**src/hw/rtl/otat_pkg.sv**
```systemverilog
`default_nettype none
package otat_pkg;

  localparam int MAX_OBJECTS_DEF = 64;

  localparam int CLASS_W    = 4;
  localparam int POS_W      = 16;
  localparam int ORIENT_W   = 64;
  localparam int BOX_W      = 48;
  localparam int ID_W       = 7;
  localparam int IDX_OUT_W  = 6;
  localparam int STATUS_W   = 3;
  localparam int CFG_IDX_W  = 1;
  localparam int CFG_DATA_W = 31;
  localparam int MASK_W     = 16;

  localparam logic [CFG_DATA_W-1:0] MERGE_DIST_RST = CFG_DATA_W'(40000);
  localparam logic [MASK_W-1:0]     LIMITED_RST    = MASK_W'(14);

  typedef enum logic [STATUS_W-1:0] {
    STAT_MERGED       = 3'd0,
    STAT_ADDED        = 3'd1,
    STAT_POSE_UPDATED = 3'd2,
    STAT_NOT_FOUND    = 3'd3,
    STAT_TABLE_FULL   = 3'd4
  } status_t;

  typedef enum logic [CFG_IDX_W-1:0] {
    REG_MERGE_DIST   = 1'b0,
    REG_LIMITED_MASK = 1'b1
  } cfg_reg_t;

  typedef enum logic {
    CMD_DETECT = 1'b0,
    CMD_POSE   = 1'b1
  } cmd_t;

  typedef enum logic [1:0] {
    S_IDLE,
    S_SCAN,
    S_DECIDE,
    S_DONE
  } state_t;

  typedef struct packed {
    logic cls_we;
    logic xy_we;
    logic pos_we;
    logic orient_we;
    logic box_we;
  } wr_ctl_t;

endpackage
`default_nettype wire

```
**src/hw/rtl/otat_scan_mem.sv**
```systemverilog
`default_nettype none
module otat_scan_mem #(
  parameter int MAX_OBJECTS = otat_pkg::MAX_OBJECTS_DEF
) (
  input  wire                                 clk,
  input  wire                                 rd_en,
  input  wire [$clog2(MAX_OBJECTS)-1:0]       rd_addr,
  output logic [otat_pkg::CLASS_W-1:0]        rd_cls_r,
  output logic [otat_pkg::POS_W-1:0]          rd_x_r,
  output logic [otat_pkg::POS_W-1:0]          rd_y_r,
  input  otat_pkg::wr_ctl_t                   wr_ctl,
  input  wire [$clog2(MAX_OBJECTS)-1:0]       wr_addr,
  input  wire [otat_pkg::CLASS_W-1:0]         wr_cls,
  input  wire [otat_pkg::POS_W-1:0]           wr_x,
  input  wire [otat_pkg::POS_W-1:0]           wr_y
);

  localparam int PW = otat_pkg::POS_W;

  logic [otat_pkg::CLASS_W-1:0] cls_mem_r [MAX_OBJECTS];
  logic [2*PW-1:0]              xy_mem_r  [MAX_OBJECTS];

  always_ff @(posedge clk) begin
    if (wr_ctl.cls_we) begin
      cls_mem_r[wr_addr] <= wr_cls;
    end
    if (wr_ctl.xy_we) begin
      xy_mem_r[wr_addr] <= {wr_y, wr_x};
    end
  end

  always_ff @(posedge clk) begin
    if (rd_en) begin
      rd_cls_r <= cls_mem_r[rd_addr];
      rd_x_r   <= xy_mem_r[rd_addr][PW-1:0];
      rd_y_r   <= xy_mem_r[rd_addr][2*PW-1:PW];
    end
  end

endmodule
`default_nettype wire

```
**src/hw/rtl/otat_attr_mem.sv**
```systemverilog
`default_nettype none
module otat_attr_mem #(
  parameter int MAX_OBJECTS = otat_pkg::MAX_OBJECTS_DEF
) (
  input  wire                                 clk,
  input  otat_pkg::wr_ctl_t                   wr_ctl,
  input  wire [$clog2(MAX_OBJECTS)-1:0]       wr_addr,
  input  wire [3*otat_pkg::POS_W-1:0]         wr_pos,
  input  wire [otat_pkg::ORIENT_W-1:0]        wr_orient,
  input  wire [otat_pkg::BOX_W-1:0]           wr_box
);

  // full pose and box per entry; xy copy for the scan lives in the scan memory
  logic [3*otat_pkg::POS_W-1:0]  pos_mem_r    [MAX_OBJECTS];
  logic [otat_pkg::ORIENT_W-1:0] orient_mem_r [MAX_OBJECTS];
  logic [otat_pkg::BOX_W-1:0]    box_mem_r    [MAX_OBJECTS];

  always_ff @(posedge clk) begin
    if (wr_ctl.pos_we) begin
      pos_mem_r[wr_addr] <= wr_pos;
    end
    if (wr_ctl.orient_we) begin
      orient_mem_r[wr_addr] <= wr_orient;
    end
    if (wr_ctl.box_we) begin
      box_mem_r[wr_addr] <= wr_box;
    end
  end

endmodule
`default_nettype wire

```
**src/hw/rtl/otat_ctrl.sv**
```systemverilog
`default_nettype none
module otat_ctrl #(
  parameter int MAX_OBJECTS = otat_pkg::MAX_OBJECTS_DEF
) (
  input  wire                                 clk,
  input  wire                                 rst_n,
  input  wire                                 in_valid,
  output logic                                in_stall,
  input  wire                                 in_cmd,
  input  wire [otat_pkg::ID_W-1:0]            in_track_id,
  input  wire [otat_pkg::CLASS_W-1:0]         in_class_code,
  input  wire                                 in_has_class,
  input  wire [otat_pkg::POS_W-1:0]           in_pos_x,
  input  wire [otat_pkg::POS_W-1:0]           in_pos_y,
  input  wire [otat_pkg::POS_W-1:0]           in_pos_z,
  input  wire [otat_pkg::ORIENT_W-1:0]        in_orientation_packed,
  input  wire [otat_pkg::BOX_W-1:0]           in_box_size_packed,
  input  wire [otat_pkg::CFG_DATA_W-1:0]      merge_dist_sq,
  input  wire [otat_pkg::MASK_W-1:0]          limited_class_mask,
  output logic                                rd_en,
  output logic [$clog2(MAX_OBJECTS)-1:0]      rd_addr,
  input  wire [otat_pkg::CLASS_W-1:0]         rd_cls,
  input  wire [otat_pkg::POS_W-1:0]           rd_x,
  input  wire [otat_pkg::POS_W-1:0]           rd_y,
  output otat_pkg::wr_ctl_t                   wr_ctl,
  output logic [$clog2(MAX_OBJECTS)-1:0]      wr_addr,
  output logic [otat_pkg::CLASS_W-1:0]        wr_cls,
  output logic [3*otat_pkg::POS_W-1:0]        wr_pos,
  output logic [otat_pkg::ORIENT_W-1:0]       wr_orient,
  output logic [otat_pkg::BOX_W-1:0]          wr_box,
  output logic                                res_valid,
  output otat_pkg::status_t                   res_status,
  output logic [otat_pkg::IDX_OUT_W-1:0]      res_idx,
  input  wire                                 res_take
);

  localparam int AW     = $clog2(MAX_OBJECTS);
  localparam int CW     = $clog2(MAX_OBJECTS + 1);
  localparam int PW     = otat_pkg::POS_W;
  localparam int IW     = otat_pkg::ID_W;
  localparam int OW     = otat_pkg::IDX_OUT_W;
  localparam int SQW    = 2 * PW;
  localparam int CMPW   = SQW + 1;
  localparam int IDCW   = CW + IW;
  localparam logic [CW-1:0] MAX_CNT = CW'(MAX_OBJECTS);

  otat_pkg::state_t  state_r, state_nxt;
  logic [CW-1:0]     count_r, count_nxt;
  logic [CW-1:0]     scan_idx_r;

  logic                         item_cmd_r;
  logic [IW-1:0]                item_id_r;
  logic [otat_pkg::CLASS_W-1:0] item_cls_r;
  logic                         item_has_class_r;
  logic [PW-1:0]                item_x_r, item_y_r, item_z_r;
  logic [otat_pkg::ORIENT_W-1:0] item_orient_r;
  logic [otat_pkg::BOX_W-1:0]   item_box_r;

  logic          p1_v_r, p2_v_r;
  logic [AW-1:0] p1_idx_r, p2_idx_r;
  logic          p2_cls_match_r;
  logic [SQW-1:0] sqx_r, sqy_r;

  logic          class_found_r, gate_found_r;
  logic [AW-1:0] class_idx_r, gate_idx_r;

  otat_pkg::status_t res_status_r, res_status_nxt;
  logic [AW-1:0]     res_idx_r, res_idx_nxt;

  logic                  accept, scan_issue, scan_done, gate_hit, id_ok, limited;
  logic signed [PW:0]    dx, dy;
  logic signed [2*PW+1:0] sqx_full, sqy_full;

  assign accept     = in_valid && !in_stall;
  assign in_stall   = (state_r != otat_pkg::S_IDLE);
  assign scan_issue = (state_r == otat_pkg::S_SCAN) && (scan_idx_r < count_r);
  assign scan_done  = (state_r == otat_pkg::S_SCAN) && !scan_issue && !p1_v_r && !p2_v_r;
  assign rd_en      = scan_issue;
  assign rd_addr    = scan_idx_r[AW-1:0];

  assign dx       = $signed({rd_x[PW-1], rd_x}) - $signed({item_x_r[PW-1], item_x_r});
  assign dy       = $signed({rd_y[PW-1], rd_y}) - $signed({item_y_r[PW-1], item_y_r});
  assign sqx_full = dx * dx;
  assign sqy_full = dy * dy;
  assign gate_hit = (CMPW'(sqx_r) + CMPW'(sqy_r)) < CMPW'(merge_dist_sq);

  assign id_ok   = !item_id_r[IW-1] && (IDCW'(item_id_r[IW-2:0]) < IDCW'(count_r));
  assign limited = limited_class_mask[item_cls_r];

  always_comb begin
    state_nxt = state_r;
    case (state_r)
      otat_pkg::S_IDLE:   if (accept) state_nxt = otat_pkg::S_SCAN;
      otat_pkg::S_SCAN:   if (scan_done) state_nxt = otat_pkg::S_DECIDE;
      otat_pkg::S_DECIDE: state_nxt = otat_pkg::S_DONE;
      otat_pkg::S_DONE:   if (res_take) state_nxt = otat_pkg::S_IDLE;
      default:            state_nxt = otat_pkg::S_IDLE;
    endcase
  end

  always_comb begin
    wr_ctl         = '0;
    wr_addr        = '0;
    count_nxt      = count_r;
    res_status_nxt = otat_pkg::STAT_NOT_FOUND;
    res_idx_nxt    = '0;
    if (state_r == otat_pkg::S_DECIDE) begin
      if (item_cmd_r == otat_pkg::CMD_DETECT) begin
        if (gate_found_r || (limited && class_found_r)) begin
          wr_addr        = gate_found_r ? gate_idx_r : class_idx_r;
          wr_ctl         = '{cls_we: 1'b1, xy_we: 1'b1, pos_we: 1'b1,
                             orient_we: 1'b1, box_we: 1'b1};
          res_status_nxt = otat_pkg::STAT_MERGED;
          res_idx_nxt    = wr_addr;
        end else if (count_r < MAX_CNT) begin
          wr_addr        = count_r[AW-1:0];
          wr_ctl         = '{cls_we: 1'b1, xy_we: 1'b1, pos_we: 1'b1,
                             orient_we: 1'b1, box_we: 1'b1};
          count_nxt      = count_r + 1'b1;
          res_status_nxt = otat_pkg::STAT_ADDED;
          res_idx_nxt    = wr_addr;
        end else begin
          res_status_nxt = otat_pkg::STAT_TABLE_FULL;
        end
      end else begin
        if (id_ok || (item_has_class_r && class_found_r)) begin
          wr_addr        = id_ok ? AW'(item_id_r[IW-2:0]) : class_idx_r;
          wr_ctl         = '{cls_we: 1'b0, xy_we: 1'b1, pos_we: 1'b1,
                             orient_we: 1'b1, box_we: 1'b0};
          res_status_nxt = otat_pkg::STAT_POSE_UPDATED;
          res_idx_nxt    = wr_addr;
        end
      end
    end
  end

  assign wr_cls     = item_cls_r;
  assign wr_pos     = {item_z_r, item_y_r, item_x_r};
  assign wr_orient  = item_orient_r;
  assign wr_box     = item_box_r;
  assign res_valid  = (state_r == otat_pkg::S_DONE);
  assign res_status = res_status_r;
  assign res_idx    = OW'(res_idx_r);

  always_ff @(posedge clk) begin
    if (!rst_n) begin
      state_r       <= otat_pkg::S_IDLE;
      count_r       <= '0;
      scan_idx_r    <= '0;
      p1_v_r        <= 1'b0;
      p2_v_r        <= 1'b0;
      class_found_r <= 1'b0;
      gate_found_r  <= 1'b0;
    end else begin
      state_r <= state_nxt;
      count_r <= count_nxt;
      p1_v_r  <= scan_issue;
      p2_v_r  <= p1_v_r;
      if (accept) begin
        scan_idx_r    <= '0;
        class_found_r <= 1'b0;
        gate_found_r  <= 1'b0;
      end else begin
        if (scan_issue) begin
          scan_idx_r <= scan_idx_r + 1'b1;
        end
        if (p2_v_r && p2_cls_match_r && !class_found_r) begin
          class_found_r <= 1'b1;
        end
        if (p2_v_r && p2_cls_match_r && gate_hit && !gate_found_r) begin
          gate_found_r <= 1'b1;
        end
      end
    end
  end

  always_ff @(posedge clk) begin
    if (accept) begin
      item_cmd_r       <= in_cmd;
      item_id_r        <= in_track_id;
      item_cls_r       <= in_class_code;
      item_has_class_r <= in_has_class;
      item_x_r         <= in_pos_x;
      item_y_r         <= in_pos_y;
      item_z_r         <= in_pos_z;
      item_orient_r    <= in_orientation_packed;
      item_box_r       <= in_box_size_packed;
    end
    p1_idx_r       <= rd_addr;
    p2_idx_r       <= p1_idx_r;
    p2_cls_match_r <= (rd_cls == item_cls_r);
    sqx_r          <= sqx_full[SQW-1:0];
    sqy_r          <= sqy_full[SQW-1:0];
    if (p2_v_r && p2_cls_match_r && !class_found_r) begin
      class_idx_r <= p2_idx_r;
    end
    if (p2_v_r && p2_cls_match_r && gate_hit && !gate_found_r) begin
      gate_idx_r <= p2_idx_r;
    end
    if (state_r == otat_pkg::S_DECIDE) begin
      res_status_r <= res_status_nxt;
      res_idx_r    <= res_idx_nxt;
    end
  end

  a_count_bound: assert property (@(posedge clk) disable iff (!rst_n)
    count_r <= MAX_CNT)
    else $error("entry count above table size");

  a_add_inc: assert property (@(posedge clk) disable iff (!rst_n)
    (state_r == otat_pkg::S_DECIDE && res_status_nxt == otat_pkg::STAT_ADDED)
    |=> (count_r == CW'($past(count_r) + 1'b1)))
    else $error("add did not bump entry count");

  a_count_only_decide: assert property (@(posedge clk) disable iff (!rst_n)
    (count_r != $past(count_r)) |-> ($past(state_r) == otat_pkg::S_DECIDE))
    else $error("entry count changed outside decide");

  a_idle_pipe_empty: assert property (@(posedge clk) disable iff (!rst_n)
    (state_r == otat_pkg::S_IDLE) |-> (!p1_v_r && !p2_v_r))
    else $error("scan pipe busy while idle");

  a_wr_in_range: assert property (@(posedge clk) disable iff (!rst_n)
    wr_ctl.xy_we |-> (CW'(wr_addr) <= count_r))
    else $error("write beyond filled entries");

endmodule
`default_nettype wire

```
**src/hw/rtl/object_track_association_table_top.sv**
```systemverilog
// Object track table with gated first-match association.
// Input channel (in_valid/in_stall): one word per detection (cmd 0) or pose
// update (cmd 1). in_stall is high from acceptance until the result word has
// moved into the output register, so one word is in work at a time.
// Output channel (out_valid/out_stall): one word per input, status and
// entry index. The output register holds a word while out_stall is high;
// the next input is taken meanwhile and its result waits in the core.
// Config port: cfg_we with cfg_index 0 writes the squared merge gate,
// index 1 the limited-class mask; write only while idle.
// Flow: each word scans every filled entry through the class/xy memory,
// one read per cycle, then a two-stage square/compare pipe, a decide and
// write-back state and a hand-off state. The scan memory has a single
// read port, so the filled entries are read one after another.
// Reset (rst_n low, synchronous) empties the table and loads gate 40000
// and mask 14; entry memories are not cleared, only unfilled.
`default_nettype none
module object_track_association_table_top #(
  parameter int MAX_OBJECTS = otat_pkg::MAX_OBJECTS_DEF
) (
  input  wire                              clk,
  input  wire                              rst_n,
  input  wire                              in_valid,
  output logic                             in_stall,
  input  wire                              in_cmd,
  input  wire [otat_pkg::ID_W-1:0]         in_track_id,
  input  wire [otat_pkg::CLASS_W-1:0]      in_class_code,
  input  wire                              in_has_class,
  input  wire [otat_pkg::POS_W-1:0]        in_pos_x,
  input  wire [otat_pkg::POS_W-1:0]        in_pos_y,
  input  wire [otat_pkg::POS_W-1:0]        in_pos_z,
  input  wire [otat_pkg::ORIENT_W-1:0]     in_orientation_packed,
  input  wire [otat_pkg::BOX_W-1:0]        in_box_size_packed,
  output logic                             out_valid,
  input  wire                              out_stall,
  output logic [otat_pkg::STATUS_W-1:0]    out_status,
  output logic [otat_pkg::IDX_OUT_W-1:0]   out_entry_index,
  input  wire                              cfg_we,
  input  wire [otat_pkg::CFG_IDX_W-1:0]    cfg_index,
  input  wire [otat_pkg::CFG_DATA_W-1:0]   cfg_wdata
);

  localparam int AW = $clog2(MAX_OBJECTS);
  localparam int PW = otat_pkg::POS_W;

  logic [otat_pkg::CFG_DATA_W-1:0] merge_dist_r;
  logic [otat_pkg::MASK_W-1:0]     limited_mask_r;

  logic                            out_valid_r;
  logic [otat_pkg::STATUS_W-1:0]   out_status_r;
  logic [otat_pkg::IDX_OUT_W-1:0]  out_idx_r;

  logic                            rd_en;
  logic [AW-1:0]                   rd_addr;
  logic [otat_pkg::CLASS_W-1:0]    rd_cls;
  logic [PW-1:0]                   rd_x, rd_y;
  otat_pkg::wr_ctl_t               wr_ctl;
  logic [AW-1:0]                   wr_addr;
  logic [otat_pkg::CLASS_W-1:0]    wr_cls;
  logic [3*PW-1:0]                 wr_pos;
  logic [otat_pkg::ORIENT_W-1:0]   wr_orient;
  logic [otat_pkg::BOX_W-1:0]      wr_box;
  logic                            res_valid, res_take;
  otat_pkg::status_t               res_status;
  logic [otat_pkg::IDX_OUT_W-1:0]  res_idx;

  always_ff @(posedge clk) begin
    if (!rst_n) begin
      merge_dist_r   <= otat_pkg::MERGE_DIST_RST;
      limited_mask_r <= otat_pkg::LIMITED_RST;
    end else if (cfg_we) begin
      case (otat_pkg::cfg_reg_t'(cfg_index))
        otat_pkg::REG_MERGE_DIST:   merge_dist_r   <= cfg_wdata;
        otat_pkg::REG_LIMITED_MASK: limited_mask_r <= cfg_wdata[otat_pkg::MASK_W-1:0];
        default: ;
      endcase
    end
  end

  assign res_take = res_valid && (!out_valid_r || !out_stall);

  always_ff @(posedge clk) begin
    if (!rst_n) begin
      out_valid_r <= 1'b0;
    end else if (res_take) begin
      out_valid_r <= 1'b1;
    end else if (!out_stall) begin
      out_valid_r <= 1'b0;
    end
  end

  always_ff @(posedge clk) begin
    if (res_take) begin
      out_status_r <= res_status;
      out_idx_r    <= res_idx;
    end
  end

  assign out_valid       = out_valid_r;
  assign out_status      = out_status_r;
  assign out_entry_index = out_idx_r;

  otat_ctrl #(.MAX_OBJECTS(MAX_OBJECTS)) u_ctrl (
    .clk                   (clk),
    .rst_n                 (rst_n),
    .in_valid              (in_valid),
    .in_stall              (in_stall),
    .in_cmd                (in_cmd),
    .in_track_id           (in_track_id),
    .in_class_code         (in_class_code),
    .in_has_class          (in_has_class),
    .in_pos_x              (in_pos_x),
    .in_pos_y              (in_pos_y),
    .in_pos_z              (in_pos_z),
    .in_orientation_packed (in_orientation_packed),
    .in_box_size_packed    (in_box_size_packed),
    .merge_dist_sq         (merge_dist_r),
    .limited_class_mask    (limited_mask_r),
    .rd_en                 (rd_en),
    .rd_addr               (rd_addr),
    .rd_cls                (rd_cls),
    .rd_x                  (rd_x),
    .rd_y                  (rd_y),
    .wr_ctl                (wr_ctl),
    .wr_addr               (wr_addr),
    .wr_cls                (wr_cls),
    .wr_pos                (wr_pos),
    .wr_orient             (wr_orient),
    .wr_box                (wr_box),
    .res_valid             (res_valid),
    .res_status            (res_status),
    .res_idx               (res_idx),
    .res_take              (res_take)
  );

  otat_scan_mem #(.MAX_OBJECTS(MAX_OBJECTS)) u_scan_mem (
    .clk      (clk),
    .rd_en    (rd_en),
    .rd_addr  (rd_addr),
    .rd_cls_r (rd_cls),
    .rd_x_r   (rd_x),
    .rd_y_r   (rd_y),
    .wr_ctl   (wr_ctl),
    .wr_addr  (wr_addr),
    .wr_cls   (wr_cls),
    .wr_x     (wr_pos[PW-1:0]),
    .wr_y     (wr_pos[2*PW-1:PW])
  );

  otat_attr_mem #(.MAX_OBJECTS(MAX_OBJECTS)) u_attr_mem (
    .clk       (clk),
    .wr_ctl    (wr_ctl),
    .wr_addr   (wr_addr),
    .wr_pos    (wr_pos),
    .wr_orient (wr_orient),
    .wr_box    (wr_box)
  );

endmodule
`default_nettype wire

```
**config.mk**
```make
export PLATFORM = sky130hd
export DESIGN_NAME = object_track_association_table_top
export DESIGN_NICKNAME = d
export VERILOG_FILES = /design/src/hw/rtl/otat_pkg.sv /design/src/hw/rtl/otat_scan_mem.sv /design/src/hw/rtl/otat_attr_mem.sv /design/src/hw/rtl/otat_ctrl.sv /design/src/hw/rtl/object_track_association_table_top.sv
export SDC_FILE = /design/constraint.sdc
export NUM_CORES = 2
export LEC_CHECK = 0
export ABC_AREA = 1
export BUFFER_PORTS_ARGS = -buffer_cell sky130_fd_sc_hd__buf_4
export CORE_AREA = 2 2 471 473
export DETAILED_ROUTE_END_ITERATION = 12
export DIE_AREA = 0 0 473 475
export MAX_ROUTING_LAYER = met4
export PLACE_DENSITY = 0.75
export SETUP_SLACK_MARGIN = 0.1
export SLEW_MARGIN = 20
export SYNTH_ARGS = -nofsm -noshare
export SYNTH_HDL_FRONTEND = slang
export SYNTH_SLANG_ARGS = --single-unit
```
**constraint.sdc**
```tcl
create_clock -name clk -period 14.55 [get_ports clk]
set_clock_uncertainty 0.05 [all_clocks]
set_input_delay 0.7275 -clock clk [delete_from_list [all_inputs] [get_ports clk]]
set_output_delay 0.7275 -clock clk [all_outputs]
set_load 0.01 [all_outputs]
```
==> results.yml <==
critical_path:
  cp-start-kind: "flop"
  cp-startpoint: "u_ctrl.item_y_r[10]"
  cpPeakStageDelay_ns: 0.66
  crit_cells: 33
  r2r_start: "u_ctrl.item_y_r[10]"
  r2r-end: "u_ctrl.sqy_r[28]"
  arrival_ns: 9.84
  crit_slowest_cell: "buf_4"
  cp_top_family: "adder cells"
  crit_buf_inv: 7
  ff2ff_path_depth: 33
  cp.required_ns: 15.25
  crit_type: "flop to flop"
  r2r_setup_slack_ns: 5.41
  path_max_fanout: 65
  crit_end: "u_ctrl.sqy_r[28]"
  critPathCaptureType: "flop"
  crit_top_cell: "nand2_1"
logic_synthesis:
  synth_async_sr_flop_share_pct: 0
  synth_top_area_share_pct: 60.22
  yosysMostFrequentCell: "edfxtp_1"
  synthTopCellsByCount: "2,415 x edfxtp_1, 1,555 x nor2_1, 1,264 x o21ai_0"
  yosys_warnings: 0
  synth_seq_cells: 2558
  synthDistinctLibCells: 57
  ys.flop_type: "edfxtp_1"
  ys_seq_area_share_pct: 62.60
  synth_area_leaders: "edfxtp_1 60%, fa_1 8.6%, o21ai_0 5.3%, nor2_1 4.8%, inv_1 2.9%"
  syn_area_sq_mm: 0.1204
  synth_area_per_cell_sq_um: 12.01
  synth_nets: 11020
  yosysTopAreaCell: "edfxtp_1"
  postSynthCellCount: 10030
  synth_edf_count: 2415
timing:
  max_freq_mhz: 109.5
  fin_tns_setup_ns: 0
  fin_crit_ns: 9.135
  worstMarginPinSlew_ns: 1.185
  slew_violations: 0
  fin_crit_sh_pct: 62.79
  setup_viol: 0
  rsz0062_at_grt: "no"
  relSlewSlack_pct: 21.02
  hold_viol: 0
drt:
  drtAntennaViolNets: 0
  first_pass_iters: 8
  route.detailed.drc: 0
  wl_per_cell_um: 25.87
  routed_wl_um: 338900
  vias: 82090
  routed_via_density: 6.266
  drt_iter0_drc: 12200
global_route:
  grt_usage_pct: 30.90
  grt_pass1_vias: 81220
  grt-ovfl-total: 0
  antenna_found_initial: 12
  grt_pass1_wl_um: 501000
  grt_max_degree: 185
die:
  core-area_sq_mm: 0.2191
  die_w_um: 473
  die_h_um: 475
  io_pins: 221
  die_area_sq_mm: 0.2247
  num_rows: 172
  start_util_pct: 54.97
finish:
  register_area_sq_mm: 0.07539
  final_nets: 11020
  syn2layout_area_growth_pct: 9.744
  drive_above_1_share_pct: 7.184
  fillCellCount: 16380
  multi_input_area_sq_mm: 0.03937
clock_tree:
  clock_path_buffers: 3
  cts_tree: "done"
  cts.sinks: 2558
  htree_num_levels: 4
  cts_inserted_buffers: 239
  clock-root-buffer: "clkbuf_16"
  clk_latency_ns: 0.92
  clkTransAtPathRegs_ns: 0.06
hold_path:
  hp-start: "cfg_wdata[6]"
  hp-class: "primary input to flop"
placed_design:
  io_buffers: 92
  dp_hpwl_um: 196300
  routabilityCongestion: 0.9268
status:
  status: "finished clean"
job:
  maxCapViolations: 0
[worst min-delay path: stages]
cell      delay [ns]
buf_4           0.09
nand2_1         0.05
o211ai_1        0.07
[registers in the layout, summed over array words and instances, names as in the netlist, 31 cells and up]
signal / count
u_scan_mem.xy_mem_r: 2048
u_scan_mem.cls_mem_r: 256
merge_dist_r: 31
u_ctrl.sqx_r: 31
u_ctrl.sqy_r: 31
[through the flow]
step,setup WS (ns),cells,utilization [%],cell area (sq um),hold WS (ns)
after floorplan,6.911,10030,-,120400,0.2596
after global placement,5.603,12620,56.60,124000,0.2604
after detailed placement,5.531,12620,56.60,124000,0.2621
after CTS,5.450,13090,60.30,132100,0.001631
after global routing,4.836,13100,60.32,132100,0.02954
final,5.415,13100,60.32,132200,0.05195
[cell families (layout without fill, tap and decap cells)]
| group | Yosys count | count (layout) | synth area share [%] |
|---|---|---|---|
| AOI/OAI and AO/OA | 2241 | 2241 | 10.74 |
| xor gates and xnor gates | 134 | 134 | 0.9995 |
| adders and majority gates | 785 | 785 | 11.37 |
| buffers and inverters | 1492 | 1684 | 4.739 |
| DFF | 2558 | 2558 | 62.60 |
| other | 0 | 13 | 0 |
| and+or+nand+nor | 2815 | 2815 | 9.549 |
[cells in the final DEF (no fill, tap or decap), drive strengths merged, types with 6 or more instances in the layout]
| master | count |
|---|---|
| nand4 | 49 |
| nor4 | 9 |
| o21ai | 1270 |
| a21boi | 8 |
| clkinv | 134 |
| dfxtp | 143 |
| o221ai | 227 |
| nor2 | 1567 |
| xor2 | 82 |
| inv | 926 |
| dlygate4sd3 | 37 |
| o22ai | 349 |
| nor3 | 30 |
| a21o | 23 |
| xnor2 | 52 |
| ha | 269 |
| a31oi | 16 |
| edfxtp | 2415 |
| a211oi | 6 |
| clkbuf | 293 |
| clkinvlp | 10 |
| diode | 13 |
| o211ai | 74 |
| fa | 516 |
| o21bai | 12 |
| bufinv | 21 |
| buf | 263 |
| nand3 | 328 |
| or2 | 8 |
| a21oi | 234 |
| nand2 | 818 |
[cell type report]
cell class	count	share of cell area (%)
multi-input combinational	5975	29.79
tap	2871	2.718
clock buffer	293	4.749
antenna	13	0.02462
timing repair buffer	300	1.843
clock inverter	143	1.104
sequential	2558	57.05
inverter	948	2.722
[per-layer routing]
layer	GRT usage [%]	part of all wire, %
met5	-	0
met4	16.49	5.9
met3	6.678	12
met2	46.53	45
met1	39.52	36
[worst min path at each step]
| stage | cells past startpoint | end | slack, ns |
|---|---|---|---|
| floorplan | 0 | u_ctrl.p2_idx_r[0] | 0.26 |
| global placement | 0 | u_ctrl.p2_idx_r[2] | 0.26 |
| detailed placement | 0 | u_ctrl.p2_idx_r[1] | 0.26 |
| CTS | 3 | merge_dist_r[6] | 0.002 |
| global route | 1 | u_ctrl.item_y_r[4] | 0.03 |
| finish | 3 | merge_dist_r[6] | 0.05 |
[repair_timing]
item | in CTS | in global routing
hold endpoints to repair | 37 | 0
hold buffers | 37 | 0
resized for setup | 0 | 0
buffers inserted | 0 | 0
Power is not shown: default switching activity piles up to over one toggle a cycle in this logic, so the estimate is an artifact.
